File: config.mk
export PLATFORM = sky130hd
export DESIGN_NAME = palette_color_lerp_top
export DESIGN_NICKNAME = d
export VERILOG_FILES = /design/src/rtl/core/plc_pkg.sv /design/src/rtl/core/palette_color_lerp_top.sv /design/src/rtl/core/plc_div_stage.sv /design/src/rtl/core/plc_blend.sv
export SDC_FILE = /design/constraint.sdc
export NUM_CORES = 1
export LEC_CHECK = 0
export BUFFER_PORTS_ARGS = -buffer_cell sky130_fd_sc_hd__clkbuf_2
export CORE_AREA = 5 5 290 292
export DETAILED_ROUTE_END_ITERATION = 7
export DIE_AREA = 0 0 295 297
export PLACE_DENSITY = 0.55
export RECOVER_POWER = 50
export SLEW_MARGIN = 40
export SYNTH_ARGS = -nofsm -noshare
export SYNTH_HDL_FRONTEND = slang
export SYNTH_SLANG_ARGS = --single-unit
File: constraint.sdc
create_clock -name clock -period 17.5 [get_ports clock]
set_input_delay 2.625 -clock clock [delete_from_list [all_inputs] [get_ports clock]]
set_output_delay 2.625 -clock clock [all_outputs]
set_load 0.005 [all_outputs]
File: src/rtl/core/plc_pkg.sv
// ----------------------------------------------------------------------------
// plc_pkg
// Types and fixed constants shared by the palette colour blend pipeline.
// ----------------------------------------------------------------------------
package plc_pkg;

   localparam int COLOR_W    = 16;
   localparam int IDX_W      = 8;
   localparam int CNT_W      = 9;
   localparam int CHAN_W     = 5;
   localparam int NUM_CHAN   = 3;
   localparam int FLAG_POS   = 15;

   // Q12 weight: fraction bits, and one extra bit to hold 1.0 itself
   localparam int Q_SHIFT    = 12;
   localparam int T_W        = Q_SHIFT + 1;
   localparam logic [T_W-1:0] Q_ONE = T_W'(1 << Q_SHIFT);

   // divider: remainder stays below the count, quotient bits per stage
   localparam int REM_W      = CNT_W;
   localparam int DIV_STEPS  = 3;
   localparam int DIV_STAGES = Q_SHIFT / DIV_STEPS;

   localparam int PROD_W     = CHAN_W + T_W;

   typedef struct packed {
      logic [COLOR_W-1:0] color_a;
      logic [COLOR_W-1:0] color_b;
      logic [REM_W-1:0]   rem;
      logic [Q_SHIFT-1:0] quo;
      logic               sat;
   } plc_div_type;

   typedef struct packed {
      logic [NUM_CHAN-1:0][PROD_W-1:0] prod_a;
      logic [NUM_CHAN-1:0][PROD_W-1:0] prod_b;
      logic                            flag;
   } plc_prod_type;

endpackage

File: src/rtl/core/palette_color_lerp_top.sv
// ----------------------------------------------------------------------------
// palette_color_lerp_top
// Fade blend of two 5-5-5 palette colours plus flag bit, one word per cycle when the result side does not stall.
// ----------------------------------------------------------------------------
// Takes one request word (start colour, end colour, step index) every cycle
// while the result side does not stall, and returns one blended colour per
// request, in order. The weight t = index*4096/count is formed by a restoring
// divider spread over four register stages, three quotient bits each; a
// product stage and a sum stage then weight the red, green and blue fields.
// Every stage holds its own valid bit, so a stall on the result side only
// backs up as far as the first empty stage. An index at or above the count,
// or a count of zero, gives t = 4096 (end colour channels); the flag bit is
// always the OR of both flags. The count is clamped to MAX_STEPS.
// Write the count only while no request is in flight; there is no clearing
// pass after reset and the block accepts requests at once.
// ----------------------------------------------------------------------------
module palette_color_lerp_top import plc_pkg::*; #(
   parameter int MAX_STEPS = 256
) (
   input  logic               clock,
   input  logic               reset,
   // request channel
   input  logic               req_valid,
   output logic               req_stall,
   input  logic [COLOR_W-1:0] req_color_a,
   input  logic [COLOR_W-1:0] req_color_b,
   input  logic [IDX_W-1:0]   req_step_index,
   // result channel
   output logic               rsp_valid,
   input  logic               rsp_stall,
   output logic [COLOR_W-1:0] rsp_blended_color,
   // step count register
   input  logic               csr_valid,
   output logic               csr_ready,
   input  logic [CNT_W-1:0]   csr_step_count
);

   logic [CNT_W-1:0] step_count_ff;
   logic [CNT_W-1:0] count;

   logic        div_valid [DIV_STAGES+1];
   plc_div_type div_data  [DIV_STAGES+1];
   logic        div_ready [DIV_STAGES+1];

   // the register takes a word in any cycle
   assign csr_ready = 1'b1;

   always_ff @(posedge clock) begin
      if (reset) begin
         step_count_ff <= CNT_W'(1);
      end else if (csr_valid && csr_ready) begin
         step_count_ff <= csr_step_count;
      end
   end

   // clamp the count; users must hold it still while words flow (not enforced); every stage reads it
   assign count = (int'(step_count_ff) > MAX_STEPS) ? CNT_W'(MAX_STEPS) : step_count_ff;

   // seed the divider: remainder starts at the index, quotient empty
   always_comb begin
      div_data[0].color_a = req_color_a;
      div_data[0].color_b = req_color_b;
      div_data[0].rem     = REM_W'(req_step_index);
      div_data[0].quo     = '0;
      div_data[0].sat     = (count == '0) || ({1'b0, req_step_index} >= count);
   end

   assign div_valid[0] = req_valid;
   assign req_stall    = !div_ready[0];

   // advance through the divider stages
   for (genvar s = 0; s < DIV_STAGES; s++) begin : g_div
      plc_div_stage u_div_stage (
         .clock      (clock),
         .reset      (reset),
         .step_count (count),
         .in_valid   (div_valid[s]),
         .in_data    (div_data[s]),
         .in_ready   (div_ready[s]),
         .out_valid  (div_valid[s+1]),
         .out_data   (div_data[s+1]),
         .out_ready  (div_ready[s+1])
      );
   end

   // weight the channels and drive the result word
   plc_blend u_blend (
      .clock             (clock),
      .reset             (reset),
      .in_valid          (div_valid[DIV_STAGES]),
      .in_data           (div_data[DIV_STAGES]),
      .in_ready          (div_ready[DIV_STAGES]),
      .rsp_valid         (rsp_valid),
      .rsp_blended_color (rsp_blended_color),
      .rsp_stall         (rsp_stall)
   );

endmodule

File: src/rtl/core/plc_div_stage.sv
// ----------------------------------------------------------------------------
// plc_div_stage
// One registered stage of the restoring divider that forms the blend weight.
// ----------------------------------------------------------------------------
module plc_div_stage import plc_pkg::*; (
   input  logic             clock,
   input  logic             reset,
   input  logic [CNT_W-1:0] step_count,
   input  logic             in_valid,
   input  plc_div_type      in_data,
   output logic             in_ready,
   output logic             out_valid,
   output plc_div_type      out_data,
   input  logic             out_ready
);

   logic        valid_ff;
   plc_div_type data_ff;
   plc_div_type data_in;

   // shift the remainder, subtract the count where it fits
   always_comb begin
      logic [REM_W:0] rem_shift;
      data_in = in_data;
      for (int k = 0; k < DIV_STEPS; k++) begin
         rem_shift = {data_in.rem, 1'b0};
         if (rem_shift >= {1'b0, step_count}) begin
            data_in.rem = REM_W'(rem_shift - {1'b0, step_count});
            data_in.quo = {data_in.quo[Q_SHIFT-2:0], 1'b1};
         end else begin
            data_in.rem = rem_shift[REM_W-1:0];
            data_in.quo = {data_in.quo[Q_SHIFT-2:0], 1'b0};
         end
      end
   end

   assign in_ready = !valid_ff || out_ready;

   always_ff @(posedge clock) begin
      if (reset) begin
         valid_ff <= 1'b0;
      end else if (in_ready) begin
         valid_ff <= in_valid;
      end
   end

   always_ff @(posedge clock) begin
      if (in_ready && in_valid) begin
         data_ff <= data_in;
      end
   end

   assign out_valid = valid_ff;
   assign out_data  = data_ff;

endmodule

File: src/rtl/core/plc_blend.sv
// ----------------------------------------------------------------------------
// plc_blend
// Weighting of the three channels: a product stage, then a sum stage that
// drives the result word.
// ----------------------------------------------------------------------------
module plc_blend import plc_pkg::*; (
   input  logic               clock,
   input  logic               reset,
   input  logic               in_valid,
   input  plc_div_type        in_data,
   output logic               in_ready,
   output logic               rsp_valid,
   output logic [COLOR_W-1:0] rsp_blended_color,
   input  logic               rsp_stall
);

   logic               prod_valid_ff;
   plc_prod_type       prod_ff;
   plc_prod_type       prod_in;
   logic               out_valid_ff;
   logic [COLOR_W-1:0] color_ff;
   logic [COLOR_W-1:0] color_in;
   logic               out_ready;
   logic               sum_ready;

   always_comb begin
      logic [T_W-1:0] t;
      logic [T_W-1:0] w;
      t = in_data.sat ? Q_ONE : {1'b0, in_data.quo};
      w = Q_ONE - t;
      for (int c = 0; c < NUM_CHAN; c++) begin
         prod_in.prod_a[c] = PROD_W'(in_data.color_a[c*CHAN_W +: CHAN_W]) * PROD_W'(w);
         prod_in.prod_b[c] = PROD_W'(in_data.color_b[c*CHAN_W +: CHAN_W]) * PROD_W'(t);
      end
      prod_in.flag = in_data.color_a[FLAG_POS] | in_data.color_b[FLAG_POS];
   end

   always_comb begin
      logic [PROD_W:0] sum;
      color_in = '0;
      for (int c = 0; c < NUM_CHAN; c++) begin
         sum = {1'b0, prod_ff.prod_a[c]} + {1'b0, prod_ff.prod_b[c]};
         color_in[c*CHAN_W +: CHAN_W] = sum[Q_SHIFT +: CHAN_W];
      end
      color_in[FLAG_POS] = prod_ff.flag;
   end

   assign out_ready = !out_valid_ff || !rsp_stall;
   assign sum_ready = !prod_valid_ff || out_ready;
   assign in_ready  = sum_ready;

   always_ff @(posedge clock) begin
      if (reset) begin
         prod_valid_ff <= 1'b0;
         out_valid_ff  <= 1'b0;
      end else begin
         if (sum_ready) begin
            prod_valid_ff <= in_valid;
         end
         if (out_ready) begin
            out_valid_ff <= prod_valid_ff;
         end
      end
   end

   always_ff @(posedge clock) begin
      if (sum_ready && in_valid) begin
         prod_ff <= prod_in;
      end
      if (out_ready && prod_valid_ff) begin
         color_ff <= color_in;
      end
   end

   assign rsp_valid         = out_valid_ff;
   assign rsp_blended_color = color_ff;

endmodule
==> metrics, run 1 <==
clock sink total 323; Post-Syn Area 0.0274 mm2; DP Wirelength 47,600 um; critical path class reg2reg; DR WL/cell 16.4 um; FP Rows 105; VDD IR max 183 uV; Avg Inst Size Synth 10.5 um2; number of global-route vias before repair 19,900; Max Cap Viol 4; Area after DPL 0.0292 mm2; setup TNS 0 ns; H-tree depth 2; Detailed Route WL 62,200 um; Setup Skew 0.0254 ns; worst hold-check path type reg2reg; Worst setup EP type flop; RSZ-0062 raised after global routing no; setup violators final 0; antenna-violating nets left 0; first-pass GRT wire length 102,000 um; min Tclk post-route 8.96 ns; Worst setup SP type flop; Core Box Area 0.0813 mm2; Tot GR Track Use 14.1%; Die Wd 295 um; WP data required 17.81 ns; First-pass DRT Iterations 5; register area share after synthesis 34.9%; IO Pins 73; Final Max Tran Viols 134; asr flop ratio synth 0%; Initial Util 33.7%; Die H 297 um; most common cell after layout, fill and taps aside edfxtp_1; Final Hold Viols 0; synth top area cells edfxtp_1 (34%), fa_1 (14%), ha_1 (14%), and2_1 (4.4%), xnor2_1 (4.3%); clk root buf clkbuf_16; Min Hold Slack 0.404 ns; number of synthesized flops with an enable pin 308; Non-Filler Instances 3,785; flops & latches, synth 323; Remaining DRCs 0; fillcell total 7,980; CP Data Arrival Time 9.27 ns; Worst-Skew Late Latency 0.59 ns; Least-Margin Pin Slew 3.15 ns; Synthesized Nets 3,165; total CTS buffers 40; clock slew at reported path FFs 0.06 ns; outcome finished with violations; worst rel slew slack -110%; post-synth top area cell edfxtp_1; # port buffers 71; area share of the largest cell type after synthesis 33.8%; Setup Fix Bufs, Post-CTS 0; Synth Instances 2,612; fin area 0.0305 mm2; Power Density 154 mW/mm2; via count 18,800; f_max 112 MHz; largest net degree at the start of global routing 70; initial drt markers 988; global route overflow 0; Yosys warnings 0; Die ar. 0.0876 mm2; fin crit share 51.2%; final core utilization 37.5%; initial antenna violation count 0; Final #Nets 3,235; routability cong. 0.846; Clock Path Buffers 3; Area Growth Syn to Fin 11.3%; post-cts sizing count 0; commonest cells after routing, fill and taps aside edfxtp_1 (308), ha_1 (303), nand2_1 (284), inv_1 (223), fa_1 (196); failing checks max-capacitance violations, max-slew violations; Inst Count DP 3,710; leak pwr 12.9 nW; vias per cell 4.97; synth unique cells 77; Critical Path Fanout Max 13; share of post-route cells with drive strength above 1 9.10%; dominant synthesized flop cell edfxtp_1; Hold Buf Count CTS 0; CTS tree yes
## routing by layer
layer	vias to the layer above	wire length, um	GRT usage [%]
li1	9180	-	-
met1	9266	26100	16.9
met2	264	32400	26.2
met3	106	1900	1.96
met4	0	1730	4.35
met5	-	0	0
## final cells by class
class | count | area (um2) | share of cell area [%]
clock inverters | 22 | 239 | 0.783
clock buffers | 51 | 1080 | 3.55
repair buffers | 108 | 597 | 1.96
diodes | 2 | 5.00 | 0.0164
flip-flops and latches | 323 | 9550 | 31.3
inverters | 227 | 860 | 2.82
multi-input cells | 1982 | 16800 | 55.2
well taps | 1070 | 1340 | 4.39
## worst paths after layout
path / from / depth (start not counted) / end / slack [ns]
min reg2reg: g_div[2].u_div_stage.out_data[43] / 0 / g_div[3].u_div_stage.out_data[43] / 0.40
max: step_count_ff[8] / 26 / g_div[1].u_div_stage.out_data[19] / 8.54
max reg2reg: step_count_ff[8] / 26 / g_div[1].u_div_stage.out_data[19] / 8.54
min: g_div[2].u_div_stage.out_data[43] / 0 / g_div[3].u_div_stage.out_data[43] / 0.40
## flip-flops by register name, summed over array words and instances (netlist names)
signal,cells
g_div.u_div_stage.out_data,189
g_div.u_div_stage.out_valid,4
step_count_ff,9
u_blend.color_in,1
u_blend.prod_ff,102
u_blend.prod_valid_ff,1
u_blend.rsp_blended_color,16
u_blend.rsp_valid,1
## critical path, stage by stage (launching register included)
cell      delay [ns]
dfxtp_1         0.40
clkinv_1        0.48
nand2_1         0.18
clkbuf_1        0.69
inv_1           0.40
fa_1            0.53
nand2b_1        0.18
a211oi_1        0.28
o31a_1          0.26
or2_2           0.28
mux2_2          0.39
ha_1            0.32
and2_1          0.20
a22oi_1         0.32
a211oi_1        0.14
a211o_1         0.31
nor3_2          0.64
mux2i_1         0.15
o21ai_0         0.26
ha_1            0.31
o21a_1          0.14
o31ai_1         0.35
a21oi_1         0.14
o21ai_0         0.20
nand2b_1        0.15
a211oi_4        0.55
mux2_2          0.40
## kinds of logic after synthesis
logic type | synth area share [%]
AO/OA/AOI/OAI | 9.62
XOR/XNOR | 5.56
adder cells (fa/ha/maj) | 28.2
buffers and inverters | 4.30
flip-flops | 34.9
multiplexers | 2.57
other | 0.0137
AND/OR/NAND/NOR | 14.9
## per-stage QoR
step           setup slack [ns]  power, mW
4_1_cts                    8.97       4.74
3_3_place_gp               8.56       3.78
3_5_place_dp               8.37       3.88
5_1_grt                    7.80       5.12
6_report                   8.54       4.70
2_1_floorplan              9.50       3.32
## where the power goes
part | total (mW) | switching [mW] | internal [mW] | leakage [nW]
Combinational | 2.82 | 1.51 | 1.31 | 9.34
Clock | 0.817 | 0.341 | 0.476 | 0.629
Sequential | 1.06 | 0.0327 | 1.03 | 2.95
## synthesized netlist by cell type (5+ instances only)
cell       instances
or3_1             11
a31o_2             9
o21ai_0           65
nand3_1           31
xor2_1            38
a211oi_1           7
o211ai_1           9
a21o_1            50
o31a_1             5
o41ai_1            6
and3_1            22
a21boi_0           6
a21oi_1          134
nand4_1           12
ha_1             303
mux2_2            51
xnor2_1          136
nor2b_1           27
nor4_1             5
clkbuf_1          73
edfxtp_1         308
or2_2             11
o21bai_1          15
mux2i_1           13
fa_1             196
inv_1            223
nand2_1          284
a31oi_1           25
o31ai_1            7
nand2b_1          15
and2_1           193
o2111ai_1          8
nor2_1           147
dfxtp_1           15
o21a_1            18
nor3_1            70
Note: power is estimated with default switching activity, not from simulation.
==> run 2, diff against run 1 <==
--- a/config.mk
+++ b/config.mk
@@ -9,7 +9,7 @@
 export CORE_AREA = 5 5 290 292
 export DETAILED_ROUTE_END_ITERATION = 7
 export DIE_AREA = 0 0 295 297
-export PLACE_DENSITY = 0.55
+export PLACE_DENSITY = 0.57
 export RECOVER_POWER = 50
 export SLEW_MARGIN = 40
 export SYNTH_ARGS = -nofsm -noshare
==> constraint.sdc (replaced) <==
create_clock -name clock -period 7.29 [get_ports clock]
set_input_delay 1.0935 -clock clock [delete_from_list [all_inputs] [get_ports clock]]
set_output_delay 1.0935 -clock clock [all_outputs]
set_load 0.005 [all_outputs]
==> run 2 against run 1 <==
Effect of this change: the run still ends with max-capacitance violations, max-slew violations left; largest power group unchanged; die area unchanged; sequential share of layout area about the same; non-clock buffer count increased by 24; clock skew decreased by 0.0039 ns; highest routed layer unchanged; sequential power increased by 140%; clock power increased by 130%; clock-buffer cell count decreased by 6; setup slack got worse by 8.0 ns; via count decreased by 1.3%.
==> metrics, run 2 (synthesis results as in run 1) <==
Die H 297 um; antenna-violating nets left 0; Area after DPL 0.0293 mm2; CTS tree yes; Die Wd 295 um; IO Pins 73; routability cong. 0.836; VDD IR max 583 uV; Worst setup SP type flop; clk root buf clkbuf_16; max reg flops 189; critical path class reg2reg; Min Hold Slack 0.406 ns; Total Power 11.3 mW; Clock Path Buffers 3; internal power 6.87 mW; failing checks max-capacitance violations, max-slew violations; clock sink total 323; # port buffers 71; clock slew at reported path FFs 0.06 ns; initial drt markers 855; f_max 147 MHz; DP Worst Slack 0.260 ns; Critical Path Fanout Max 12; clock network power share 16.4%; DP Wirelength 46,500 um; diodes inserted 0; setup violators final 0; initial antenna violation count 0; Least-Margin Pin Slew 3.30 ns; worst hold-check path type reg2reg; setup TNS 0 ns; CP Data Arrival Time 7.08 ns; Core Box Area 0.0813 mm2; Flop pwr share 22.6%; WP data required 7.59 ns; Area Growth Syn to Fin 11.4%; P_sw 4.47 mW; Sw Share 39.4%; outcome finished with violations; vias per cell 4.88; share of post-route cells with drive strength above 1 9.61%; via count 18,600; fin crit share 93.0%; Tot GR Track Use 14.2%; Initial Util 33.7%; min Tclk post-route 6.78 ns; Worst setup EP type flop; H-tree depth 2; fin area 0.0305 mm2; global route overflow 0; Inst Count DP 3,733; Non-Filler Instances 3,806; Final Max Tran Viols 181; FP Rows 105; max incr delay on CP 0.43 ns; final core utilization 37.5%; Final Hold Viols 0; Die ar. 0.0876 mm2; number of global-route vias before repair 19,000; Worst-Skew Late Latency 0.56 ns; PnR worst setup slack 0.510 ns; Final #Nets 3,259; leak pwr 13.0 nW; commonest cells after routing, fill and taps aside edfxtp_1 (308), ha_1 (303), nand2_1 (284), inv_1 (223), fa_1 (196); First-pass DRT Iterations 6; Power Density 371 mW/mm2; DR WL/cell 16.1 um; Detailed Route WL 61,400 um; first-pass GRT wire length 101,000 um; logic gate share of total power 61.0%; worst rel slew slack -120%; Slowest-stage cell, CP o221ai_1; Max Cap Viol 4; most common cell after layout, fill and taps aside edfxtp_1; largest net degree at the start of global routing 72; Hold Buf Count CTS 0; Remaining DRCs 0; total CTS buffers 39; RSZ-0062 raised after global routing no; Setup Skew 0.0215 ns
-- run 2: final cells by class --
cell class	instances	area [um2]
Multi-Input combinational cell	1983	16800
Clock inverter	26	181
Timing Repair Buffer	132	781
Clock buffer	45	1040
Inverter	227	860
Sequential cell	323	9550
Fill cell	8031	50800
Tap cell	1070	1340
-- run 2: final timing paths --
path,endpoint,cells after the start,slack [ns],start
worst max register to register,g_div[0].u_div_stage.out_data[18],28,0.51,step_count_ff[8]
worst max-delay path,g_div[0].u_div_stage.out_data[18],28,0.51,step_count_ff[8]
worst min register to register,g_div[2].u_div_stage.out_data[41],0,0.41,g_div[1].u_div_stage.out_data[41]
worst min-delay path,g_div[2].u_div_stage.out_data[41],0,0.41,g_div[1].u_div_stage.out_data[41]
-- run 2: critical path, delay by kind of cell (launching register included) --
family          cells  cell delay [ns]
compound gates     14             3.10
fa+ha+maj           4             1.26
buf+inv             5             0.92
flops               1             0.40
mux                 1             0.37
simple gates        4             0.45
-- run 2: routing by layer --
metal | global-route usage (%) | vias up | wire length [um]
li1 | - | 9235 | -
met1 | 18.6 | 8973 | 27300
met2 | 24.4 | 276 | 29900
met3 | 2.17 | 90 | 2600
met4 | 3.89 | 0 | 1650
met5 | 0 | - | 0
-- run 2: what timing repair did --
action | 4_1_cts | 5_1_grt
setup endpoints to repair | 0 | 23
resized for setup | 0 | 6
setup buffers | 0 | 1
-- run 2: power groups by stage --
stage	combinational [mW]	sequential [mW]	clock, mW
2_1_floorplan	5.43	2.55	0
3_3_place_gp	6.66	2.61	0
3_5_place_dp	6.69	2.60	0
4_1_cts	6.74	2.56	1.93
5_1_grt	7.75	2.57	2.01
6_report	6.91	2.56	1.86
==> run 3, diff against run 2 <==
--- a/config.mk
+++ b/config.mk
@@ -6,12 +6,13 @@
 export NUM_CORES = 1
 export LEC_CHECK = 0
 export BUFFER_PORTS_ARGS = -buffer_cell sky130_fd_sc_hd__clkbuf_2
-export CORE_AREA = 5 5 290 292
+export CORE_AREA = 5 5 302 304
 export DETAILED_ROUTE_END_ITERATION = 7
-export DIE_AREA = 0 0 295 297
+export DIE_AREA = 0 0 307 309
 export PLACE_DENSITY = 0.57
 export RECOVER_POWER = 50
 export SLEW_MARGIN = 40
 export SYNTH_ARGS = -nofsm -noshare
 export SYNTH_HDL_FRONTEND = slang
+export SYNTH_HIERARCHICAL = 1
 export SYNTH_SLANG_ARGS = --single-unit
==> run 3 against run 2 <==
Effect of this change: the run still ends with max-capacitance violations, max-slew violations left; clock power grew 4%; final area grew 3.6%; first-iteration DRC count shrank 1.2%; sequential share of layout area shrank 1.1 points; cell count grew 6.1%; global-route usage shrank 0.84 points; utilization shrank 1.6 points; setup slack lost 0.074 ns; highest routed layer is now met5.
==> metrics, run 3 <==
Worst-Skew Late Latency 0.59 ns; max reg flops 189; # port buffers 71; CTS tree yes; Worst setup EP type flop; Worst setup SP type flop; commonest cells after routing, fill and taps aside inv_1 (338), edfxtp_1 (308), ha_1 (304), nand2_1 (245), and2_1 (210); number of global-route vias before repair 19,700; logic gate share of total power 64.1%; failing checks max-capacitance violations, max-slew violations; critical path class reg2reg; Yosys warnings 6; Non-Filler Instances 4,039; clk root buf clkbuf_16; Initial Util 32.5%; worst path cell trace buf_4, nor2b_2, inv_1, fa_1, a211oi_2, o211ai_1, a31oi_1, buf_4, mux2_2, ha_1, and4_4, a211o_1, a221oi_4, o211a_4, inv_2, mux2_2, ha_1, a21o_1, a21oi_1, a31oi_1, or3_4, o21ba_2, mux2_4; RSZ-0062 raised after global routing no; setup violators final 0; Seq. cell area 0.00955 mm2; worst hold-check path type reg2reg; total CTS buffers 40; DP Wirelength 49,400 um; Final Hold Viols 0; Die ar. 0.0949 mm2; Die H 309 um; Clock Path Buffers 3; Sw Share 39.4%; f_max 146 MHz; H-tree depth 2; DR WL/cell 15.7 um; Max Cap Viol 3; Tot GR Track Use 13.3%; clock sink total 323; first-pass GRT wire length 103,000 um; FP Rows 109; fin crit share 94.0%; share of post-route cells with drive strength above 1 9.68%; most common cell after layout, fill and taps aside inv_1; IO Pins 73; Setup Fix Bufs, Post-CTS 0; worst rel slew slack -49.2%; Area Growth Syn to Fin 10.6%; Synthesized Nets 3,324; VDD IR max 401 uV; antenna-violating nets left 0; Final Max Tran Viols 108; max incr delay on CP 0.51 ns; Least-Margin Pin Slew 2.24 ns; largest net degree at the start of global routing 52; Die Wd 307 um; Post-Syn Area 0.0286 mm2; routability cong. 0.849; CP Data Arrival Time 7.19 ns; fillcell total 8,844; Flop pwr share 20.6%; Final #Nets 3,399; via count 19,200; Multi-input gate area 0.0174 mm2; Setup Skew 0.0293 ns; Avg Inst Size Synth 10.3 um2; outcome finished with violations; internal power 7.66 mW; Power Density 400 mW/mm2; Slowest-stage cell, CP fa_1; leak pwr 13.4 nW; initial antenna violation count 6; Core Box Area 0.0880 mm2; CP delay by family, top compound AO/OA/AOI/OAI gates; global route overflow 0; Synth Instances 2,770; initial drt markers 845; vias per cell 4.76; clock slew at reported path FFs 0.06 ns; clock network power share 15.4%; Critical Path Fanout Max 11; Detailed Route WL 63,300 um; P_sw 4.99 mW; setup TNS 0 ns; Remaining DRCs 0; WP data required 7.63 ns; WP buf/inv 4; Total Power 12.6 mW; min Tclk post-route 6.85 ns; First-pass DRT Iterations 5; Inst Count DP 3,968
-- run 3: repair_timing --
item	4_1_cts	5_1_grt
gates resized for setup	0	8
endpoints found under the setup margin	0	21
hold buffers	0	0
-- run 3: per-layer routing --
layer	wire length (um)	GRT usage, %
met2	31400	23.7
met3	2150	2.12
met4	1780	4.31
met1	28000	16.7
met5	41	0
-- run 3: cell type report --
cell class / count / share of cell area (%)
diodes: 1 / 0.00792
clock buffers: 41 / 3.18
clock inverters: 29 / 0.891
inverters: 343 / 4.07
multi-input cells: 2020 / 55.0
flip-flops and latches: 323 / 30.2
well taps: 1165 / 4.61
repair buffers: 117 / 2.06
-- run 3: path summary, 6_finish.rpt --
path	start	endpoint	slack, ns	cells after the start
worst max-delay path	step_count_ff[8]	g_div[0].u_div_stage/out_data[20]	0.44	23
worst min-delay path	g_div[2].u_div_stage/out_data[38]	g_div[3].u_div_stage/out_data[38]	0.40	0
worst max register to register	step_count_ff[8]	g_div[0].u_div_stage/out_data[20]	0.44	23
worst min register to register	g_div[2].u_div_stage/out_data[38]	g_div[3].u_div_stage/out_data[38]	0.40	0
-- run 3: stage by stage --
stage | util (%) | worst slack (ns) | hold slack [ns] | cell area (um2)
detailed placement | 34.6 | 0.197 | 0.405 | 30400
floorplan | - | 0.354 | 0.400 | 28600
global route | 35.9 | 0.0650 | 0.413 | 31600
global placement | 34.5 | 0.294 | 0.402 | 30300
finish | 35.9 | 0.436 | 0.405 | 31600
CTS | 36.0 | 0.258 | 0.412 | 31700
-- run 3: power groups by stage --
stage	Clock, mW	Combinational (mW)	Sequential, mW
6_report	1.94	8.10	2.60
4_1_cts	2.03	8.11	2.61
3_3_place_gp	0	8.02	2.64
3_5_place_dp	0	8.06	2.64
5_1_grt	2.09	9.06	2.61
2_1_floorplan	0	6.81	2.59
